**src/hw/rtl/skvt_pkg.sv**
```systemverilog
`timescale 1ns / 1ps

package skvt_pkg;

    // Request codes carried on the request word's type field
    typedef enum logic [2:0] {
        REQ_INSERT     = 3'd0,
        REQ_UPDATE     = 3'd1,
        REQ_INS_OR_UPD = 3'd2,
        REQ_ERASE      = 3'd3,
        REQ_LOOKUP     = 3'd4,
        REQ_READ_POS   = 3'd5
    } t_req_type;

    typedef enum logic {
        ST_IDLE,
        ST_EXEC
    } t_state;

    // Broadcast to every cell of the chain
    typedef struct packed {
        logic capture;  // latch compare flags against the incoming word
        logic ins;      // open a gap at the insert point, shift upwards
        logic del;      // close the gap at the hit, shift downwards
        logic upd;      // overwrite the value of the hit cell
    } t_cell_ctrl;

    localparam int TYPE_W  = 3;
    localparam int KEY_W   = 32;
    localparam int VALUE_W = 32;
    localparam int POS_W   = 8;
    localparam int COUNT_W = 9;

endpackage

```
**src/hw/rtl/skvt_cell.sv**
```systemverilog
`timescale 1ns / 1ps

// One slot of the sorted chain: a key/value pair plus its compare flags.
module skvt_cell #(
    parameter int INDEX = 0,
    parameter int KW    = 32,
    parameter int VW    = 32,
    parameter int CW    = 9
) (
    input  logic                 i_clk,
    input  skvt_pkg::t_cell_ctrl i_ctrl,
    input  logic [KW-1:0]        i_cmp_key,
    input  logic                 i_use_pos,
    input  logic [skvt_pkg::POS_W-1:0] i_req_position,
    input  logic [CW-1:0]        i_count,
    input  logic [KW-1:0]        i_wr_key,
    input  logic [VW-1:0]        i_wr_value,
    input  logic                 i_prev_lt,
    input  logic [KW-1:0]        i_prev_key,
    input  logic [VW-1:0]        i_prev_value,
    input  logic [KW-1:0]        i_next_key,
    input  logic [VW-1:0]        i_next_value,
    output logic [KW-1:0]        o_key,
    output logic [VW-1:0]        o_value,
    output logic                 o_lt,
    output logic                 o_eq
);

    localparam int PW = (CW > skvt_pkg::POS_W) ? CW : skvt_pkg::POS_W;

    logic [KW-1:0] r_key, n_key;
    logic [VW-1:0] r_value, n_value;
    logic          r_lt, n_lt;
    logic          r_eq, n_eq;
    logic          occupied;
    logic          pos_match;

    assign occupied  = CW'(INDEX) < i_count;
    assign pos_match = PW'(INDEX) == PW'(i_req_position);

    always_comb begin
        n_lt = r_lt;
        n_eq = r_eq;
        if (i_ctrl.capture) begin
            n_lt = occupied && !i_use_pos && (r_key < i_cmp_key);
            n_eq = occupied && (i_use_pos ? pos_match : (r_key == i_cmp_key));
        end
    end

    always_comb begin
        n_key   = r_key;
        n_value = r_value;
        priority if (i_ctrl.ins && !r_lt) begin
            // insert point is the first cell whose left neighbour is still lower
            n_key   = i_prev_lt ? i_wr_key   : i_prev_key;
            n_value = i_prev_lt ? i_wr_value : i_prev_value;
        end else if (i_ctrl.del && !r_lt) begin
            n_key   = i_next_key;
            n_value = i_next_value;
        end else if (i_ctrl.upd && r_eq) begin
            n_value = i_wr_value;
        end
    end

    always_ff @(posedge i_clk) begin
        r_key   <= n_key;
        r_value <= n_value;
        r_lt    <= n_lt;
        r_eq    <= n_eq;
    end

    assign o_key   = r_key;
    assign o_value = r_value;
    assign o_lt    = r_lt;
    assign o_eq    = r_eq;

endmodule

```
**config.mk**
```make
export PLATFORM = sky130hd
export DESIGN_NAME = skvt_cell
export DESIGN_NICKNAME = d
export VERILOG_FILES = /design/src/hw/rtl/skvt_pkg.sv /design/src/hw/rtl/skvt_cell.sv
export SDC_FILE = /design/constraint.sdc
export NUM_CORES = 1
export LEC_CHECK = 0
export BUFFER_PORTS_ARGS = -buffer_cell sky130_fd_sc_hd__buf_4
export CORE_AREA = 2 2 122 124
export CTS_BUF_LIST = sky130_fd_sc_hd__clkbuf_8
export DETAILED_ROUTE_END_ITERATION = 8
export DIE_AREA = 0 0 124 126
export GPL_TIMING_DRIVEN = 0
export RECOVER_POWER = 50
export SLEW_MARGIN = 10
export SYNTH_ARGS = -nofsm -noshare
export SYNTH_HDL_FRONTEND = slang
export SYNTH_SLANG_ARGS = --single-unit
```
**constraint.sdc**
```tcl
create_clock -name i_clk -period 4.45 [get_ports i_clk]
set_clock_uncertainty 0.15 [all_clocks]
set_input_delay 0.445 -clock i_clk [delete_from_list [all_inputs] [get_ports i_clk]]
set_output_delay 0.445 -clock i_clk [all_outputs]
set_load 0.005 [all_outputs]
```
==> results of run 1 <==
-- layout by cell type, fill, tap and decap left out, drive strengths merged --
cell type  instances
nand4              4
or4                4
nand2             44
o2111ai            1
nor2               8
a211oi             2
clkbuf            88
o21a               1
inv               68
or3                1
clkinv             2
a21o               3
buf              254
bufinv             2
clkinvlp           2
a222oi            32
nand3              1
o21ai             37
ha                32
nor3b              1
mux2i             32
nor4               4
nand2b             2
a21oi             13
o221ai             1
nor3               1
edfxtp            66
a221oi             1
-- logic make-up (layout without fill, tap and decap cells) --
| family | Yosys count | count (layout) | share of synthesized area, % |
|---|---|---|---|
| adders and majority gates | 32 | 32 | 9.93 |
| buffers and inverters | 87 | 416 | 8.38 |
| and+or+nand+nor | 70 | 70 | 8.63 |
| muxes | 32 | 32 | 7.95 |
| AOI/OAI and AO/OA | 91 | 91 | 15.9 |
| DFF | 66 | 66 | 49.2 |
-- power by group through the flow --
stage / registers (W) / logic (W) / clock network (W)
after floorplan: 0.000825 / 0.000194 / 0
after global placement: 0.000822 / 0.000540 / 0
after detailed placement: 0.000823 / 0.000557 / 0
after CTS: 0.000810 / 0.000559 / 0.000583
after global routing: 0.000814 / 0.000578 / 0.000604
final: 0.000807 / 0.000523 / 0.000564
-- state kept, by name, indices dropped and copies added, names as in the netlist --
name and count:
o_lt 1, o_value 32, o_key 32, o_eq 1
-- stage by stage --
step / cell area [µm²] / hold WS, ns / total power (W)
2_1_floorplan: 4030 / 0.407 / 0.00102
3_3_place_gp: 6600 / 0.507 / 0.00136
3_5_place_dp: 6640 / 0.510 / 0.00138
4_1_cts: 6860 / 0.117 / 0.00195
5_1_grt: 6720 / 0.188 / 0.00200
6_report: 6720 / 0.196 / 0.00189
-- path summary, 6_finish.rpt --
| check | endpoint | depth (start not counted) | start |
|---|---|---|---|
| worst max-delay path | o_value[30] | 5 | o_lt |
| worst min-delay path | o_eq | 1 | i_ctrl[3] |
| worst max register to register | o_value[30] | 5 | o_lt |
| worst min register to register | o_lt | 4 | o_key[16] |
-- worst max-delay path: stages (launching register included) --
cell and delay [ns]:
edfxtp_1 0.46, nor2_1 1.00, o21ai_1 0.41, buf_2 0.32, a222oi_1 0.41, inv_1 0.09
-- layer usage --
metal	global-route usage [%]	vias up	part of all wire, %
met5	0	-	0
met4	7.14	0	1.9
met3	5.80	22	9.4
met2	35.3	229	53
met1	19.4	1970	36
li1	-	2055	-
-- cell type report --
cell class	count	area (µm²)	area share (%)
repair buffers	313	2250	33.4
flip-flops and latches	66	1980	29.5
multi-input cells	225	1710	25.5
inverters	67	251	3.74
well taps	184	230	3.42
clock buffers	9	124	1.84
clock inverters	7	92.6	1.38
plain buffers	20	86.3	1.28
==> impl_results.md, run 1 <==
* Switching share of power at 27.3%
* Worst-path maximum fanout at 12
* Avg Inst Size Synth at 10.7 µm²
* Clk buf depth at 2
* Static Leak at 3.33 nW
* Int Power at 0.00138 W
* WL final at 15300 µm
* Share of layout cells above drive strength 1 at 44.0%
* Number of core rows at 44
* Largest net degree at the start of global routing at 33
* Cells after Synth at 378
* Gr ovfl total at 0
* Asr flop ratio synth at 0%
* Vias in the first global route at 4463
* TritonCTS Sinks at 66
* Synth Flop Type: edfxtp_1
* Top post-synthesis cells by count: inv_1 (67), edfxtp_1 (66), nand2_1 (44)
* Die ar. at 15600 µm²
* Worst vdd ir at 0.000110 V
* Final net count at 982
* Non-Filler Instances at 891
* Final worst path period need at 3.09 ns
* Antenna diode count at 0
* Routed len/inst at 17.2 µm
* Post-synth top area share at 49.2%
* Area Overhead vs Synth at 66.8%
* Iteration-0 DRC Markers at 223
* Max-slew violation count at 0
* Power per cell area at 282 nW/µm²
* Mapped Area at 4030 µm²
* Worst min path class: in2reg
* Distinct cells, synth at 30
* Initial DRT Pass Iterations at 9
* Net Count, Synth at 658
* Final setup vio count at 0
* First-pass GRT wire length at 22000 µm
* Worst Max-Slew Pin Slew at 1.29 ns
* Relative slew slack at 13.9%
* Yosys reg bits at 66
* Number of top-level pins at 314
* CTS buffer count at 9
* Port-buffer cells at 312
* YS warnings at 0
* Post-route DRC at 4
* Dpl cells at 875
* GPL Wtd Cong at 0.890
* Top-count cell post-synth: inv_1
* RSZ-0062 raised after global routing: false
* CP endpoint kind: register
* CP Launch Type: register
* Setup TNS at 0 ns
* PostCTS Resize Cnt at 0
* Sw power at 0.000516 W
* Clock Power Share at 29.8%
* Sequential-to-total area share from yosys stat at 49.2%
* Peak Freq at 323 MHz
* Final setup margin at 1.36 ns
* Status: finished, violations left
* Final HPWL DP at 12700 µm
* Ranking of synthesized cells by area: edfxtp_1 (49%), ha_1 (9.9%), a222oi_1 (7.9%), mux2i_1 (7.9%), inv_1 (6.2%)
* Root Buffer Master: clkbuf_8
* CTS tree: yes
* Area leader, netlist: edfxtp_1
* Chip Height at 126 µm
* Fill cells at 1397
* Reg power frac at 42.6%
* H-tree lvl count at 3
* Initial antenna violation count at 0
* GRT Overall Usage at 18.9%
* Max-Cap Viols at 0
* Comb pwr share at 27.6%
* Final Cycle Share at 69.5%
* Die width at 124 µm
* Final Hold Vio Count at 0
* Worst-Skew Late Latency at 0.35 ns
* Clock slew at reported path FFs at 0.07 ns
* Post-synth EDFFs at 66
* Reg-to-reg setup timing slack at 1.36 ns
* Vias per cell at 4.80
* Hold Buf Count CTS at 0
* Post-CTS Setup Repair Bufs at 0
* Via count at 4276
* Core Area at 14300 µm²
* Post-route antenna net violation count at 0
* Initial Util at 28.2%
* Failing checks: DRC
* Setup CP Type: reg2reg
* Post-layout util at 47.0%
* Critical Path AT at 3.04 ns
* Pre-CTS setup slack at 1.90 ns
* Crit path required time at 4.40 ns
Power figures use the tool's default switching activity.
==> inputs of run 2 (changes only) <==
--- a/config.mk
+++ b/config.mk
@@ -5,11 +5,12 @@
 export SDC_FILE = /design/constraint.sdc
 export NUM_CORES = 1
 export LEC_CHECK = 0
+export ABC_AREA = 1
 export BUFFER_PORTS_ARGS = -buffer_cell sky130_fd_sc_hd__buf_4
-export CORE_AREA = 2 2 122 124
+export CORE_AREA = 2 2 123 125
 export CTS_BUF_LIST = sky130_fd_sc_hd__clkbuf_8
 export DETAILED_ROUTE_END_ITERATION = 8
-export DIE_AREA = 0 0 124 126
+export DIE_AREA = 0 0 125 127
 export GPL_TIMING_DRIVEN = 0
 export RECOVER_POWER = 50
 export SLEW_MARGIN = 10
==> constraint.sdc (replaced) <==
create_clock -name i_clk -period 3.2 [get_ports i_clk]
set_clock_uncertainty 0.15 [all_clocks]
set_input_delay 0.32 -clock i_clk [delete_from_list [all_inputs] [get_ports i_clk]]
set_output_delay 0.32 -clock i_clk [all_outputs]
set_load 0.005 [all_outputs]
==> impl_results.md, run 2 <==
* Status: finished, final reports clean (was finished, violations left)
* RSZ-0062 raised after global routing: false (unchanged)
* Post-Synth XOR/XNOR Area at 0% (unchanged)
* Number of core rows at 44 (unchanged)
* Antenna diode count at 0 (unchanged)
* CTS buffer count at 9 (unchanged)
* Post-route DRC at 0 (was 4)
* YS warnings at 0 (unchanged)
* Largest family of logic cells by synthesized area: compound AO/OA/AOI/OAI gates (unchanged)
* Share of layout cells above drive strength 1 at 40.8% (was 44.0%)
* Worst Hold Path Cells at 1 (unchanged)
* Largest net degree at the start of global routing at 33 (unchanged)
* Crit path required time at 3.15 ns (was 4.40 ns)
* Setup TNS at 0 ns (unchanged)
* CP max stage delay at 0.41 ns (was 1.00 ns)
* Area leader, netlist: edfxtp_1 (unchanged)
* Hold_sp: i_ctrl[3] (unchanged)
* Setup CP Type: reg2reg (unchanged)
* Area Overhead vs Synth at 56.2% (was 66.8%)
* Initial DRT Pass Iterations at 5 (was 9)
* Chip Height at 127 µm (was 126 µm)
* Commonest non-fill, non-tap cell in the layout: buf_4 (unchanged)
* Routed len/inst at 16.9 µm (was 17.2 µm)
* Top-count cell post-synth: a21oi_1 (was inv_1)
* Peak Freq at 411 MHz (was 323 MHz)
* Power per cell area at 371 nW/µm² (was 282 nW/µm²)
* Port-buffer cells at 311 (was 312)
* Reg-to-reg setup timing slack at 0.77 ns (was 1.36 ns)
* Final setup vio count at 0 (unchanged)
* Critical Path AT at 2.39 ns (was 3.04 ns)
* Multiplexer share of the synthesized area at 0% (was 7.95%)
* Sequential-to-total area share from yosys stat at 42.3% (was 49.2%)
* Worst Max-Slew Pin Slew at 0.784 ns (was 1.29 ns)
* Ranking of synthesized cells by area: edfxtp_1 (42%), a21oi_1 (8.8%), ha_1 (8.5%), nor2_1 (6.4%), o21ai_0 (6.3%) (was edfxtp_1 (49%), ha_1 (9.9%), a222oi_1 (7.9%), mux2i_1 (7.9%), inv_1 (6.2%))
* Post-layout util at 50.8% (was 47.0%)
* Initial Util at 32.5% (was 28.2%)
* R2R cell count at 6 (was 5)
* Worst min path class: in2reg (unchanged)
* Avg Inst Size Synth at 8.46 µm² (was 10.7 µm²)
* Core Area at 14400 µm² (was 14300 µm²)
* Final Hold Vio Count at 0 (unchanged)
* Max-slew violation count at 0 (unchanged)
* Via count at 5352 (was 4276)
* TritonCTS Sinks at 66 (unchanged)
* Die width at 125 µm (was 124 µm)
* Slowest CP cell: clkinvlp_2 (was nor2_1)
* Placed instance area at 7280 µm² (was 6640 µm²)
* Cells after Synth at 554 (was 378)
* Top Family by Delay on Critical Path: buffers and inverters (was simple AND/OR/NAND/NOR gates)
* Yosys reg bits at 66 (unchanged)
* CP endpoint kind: register (unchanged)
* Final Cell Area at 7320 µm² (was 6720 µm²)
* Top post-synthesis cells by count: a21oi_1 (82), nor2_1 (80), nand2_1 (70) (was inv_1 (67), edfxtp_1 (66), nand2_1 (44))
* Iteration-0 DRC Markers at 302 (was 223)
* Final HPWL DP at 14600 µm (was 12700 µm)
* Final worst path period need at 2.43 ns (was 3.09 ns)
* CP Launch Type: register (unchanged)
* Most frequent cells in the layout: buf_4 (246), a21oi_1 (82), nor2_1 (80), nand2_1 (69), edfxtp_1 (66) (was buf_4 (246), inv_1 (67), edfxtp_1 (66), clkbuf_1 (45), nand2_1 (44))
* Synth Area in Adders at 8.54% (was 9.93%)
* Cells along the critical path: clkinvlp_2, nand2_8, clkinvlp_2, clkbuf_1, nor2_1, a21oi_1 (was nor2_1, o21ai_1, buf_2, a222oi_1, inv_1)
* Worst Path Buf+Inv at 3 (was 2)
* Hold endpoint: o_eq (unchanged)
* Synth Flop Type: edfxtp_1 (unchanged)
* Relative slew slack at 47.6% (was 13.9%)
* Distinct cells, synth at 30 (unchanged)
* Max-Cap Viols at 0 (unchanged)
* Clk buf depth at 2 (unchanged)
* Root Buffer Master: clkbuf_8 (unchanged)
* Post-synth EDFFs at 66 (unchanged)
* H-tree lvl count at 3 (unchanged)
* Final Cycle Share at 76.0% (was 69.5%)
* Gr ovfl total at 0 (unchanged)
* PostCTS Resize Cnt at 0 (unchanged)
* Final net count at 1157 (was 982)
* Crit Reg-Reg Startpoint: o_lt (unchanged)
* Post-synth top area share at 42.3% (was 49.2%)
* Post-synthesis simple-gate area fraction at 14.3% (was 8.63%)
* CTS tree: yes (unchanged)
* Clock slew at reported path FFs at 0.08 ns (was 0.07 ns)
* Vias in the first global route at 5430 (was 4463)
* GPL Wtd Cong at 0.908 (was 0.890)
* Worst vdd ir at 0.000157 V (was 0.000110 V)
* Critical R2R Capture: o_key[9] (was o_value[30])
* Number of top-level pins at 314 (unchanged)
* Static Leak at 3.38 nW (was 3.33 nW)
* Hold Buf Count CTS at 0 (unchanged)
* WL final at 18000 µm (was 15300 µm)
* First-pass GRT wire length at 27500 µm (was 22000 µm)
* Die ar. at 15900 µm² (was 15600 µm²)
* Cell repeated most along the worst path: clkinvlp_2
* Asr flop ratio synth at 0% (unchanged)
* Net Count, Synth at 834 (was 658)
* Post-CTS Setup Repair Bufs at 0 (unchanged)
* Vias per cell at 5.02 (was 4.80)
* Initial antenna violation count at 0 (unchanged)
* GRT Overall Usage at 21.8% (was 18.9%)
* Worst-Skew Late Latency at 0.35 ns (about the same)
* Worst-path maximum fanout at 10 (was 12)
* Compound-Gate Fraction of Synth Area at 25.9% (was 15.9%)
* Post-route antenna net violation count at 0 (unchanged)
* Mapped Area at 4690 µm² (was 4030 µm²)
run 2: layout make-up:
class	instances	area (µm²)
Multi-Input combinational cell	408	2280
Clock inverter	7	61.3
Inverter	44	170
Sequential cell	66	1980
Tap cell	184	230
Fill cell	1450	7100
Clock buffer	9	124
Timing Repair Buffer	312	2250
Buffer	36	220
run 2: cells by family after synthesis:
family	count (synthesis)
fa+ha+maj	32
flops	66
compound gates	210
buf+inv	80
simple gates	166
run 2: how the worst max path moves through the flow:
stage                     startpoint    endpoint  slack [ns]  cells after the start
final                           o_lt    o_key[9]        0.77                      6
after global routing            o_lt   o_key[16]        0.56                      6
after CTS                       o_lt   o_key[29]        1.06                      5
after detailed placement        o_lt   o_key[18]        1.09                      5
after global placement          o_lt  o_value[9]        0.32                      5
after floorplan                 o_lt  o_value[0]        0.96                      5
run 2: per-stage QoR:
stage,setup slack (ns),total power (W),hold WS (ns),std cells
6_report,0.768,0.00272,0.0798,1066
5_1_grt,0.556,0.00288,0.0890,1066
4_1_cts,1.06,0.00280,0.00553,1066
3_5_place_dp,1.09,0.00210,0.391,1050
3_3_place_gp,0.324,0.00207,0.385,1049
2_1_floorplan,0.960,0.00155,0.282,554
run 2: metal layers:
metal,up-vias,share of wire (%),routed length (µm),global-route usage [%]
li1,2592,-,-,-
met1,2444,37,6710,23.8
met2,289,51,9220,39.4
met3,27,9.2,1650,6.83
met4,0,2.4,429,8.76
met5,-,0,0,0
run 2: report_power, final:
group | switching, W | total, W | internal, W
clock | 0.000347 | 0.000697 | 0.000351
sequential | 0.0000442 | 0.00114 | 0.00110
combinational | 0.000436 | 0.000881 | 0.000445
run 2: worst register-to-register path, cell delays in order (launching register included):
cell and delay [ns]:
edfxtp_1 0.39, clkinvlp_2 0.39, nand2_8 0.19, clkinvlp_2 0.41, clkbuf_1 0.38, nor2_1 0.21, a21oi_1 0.07
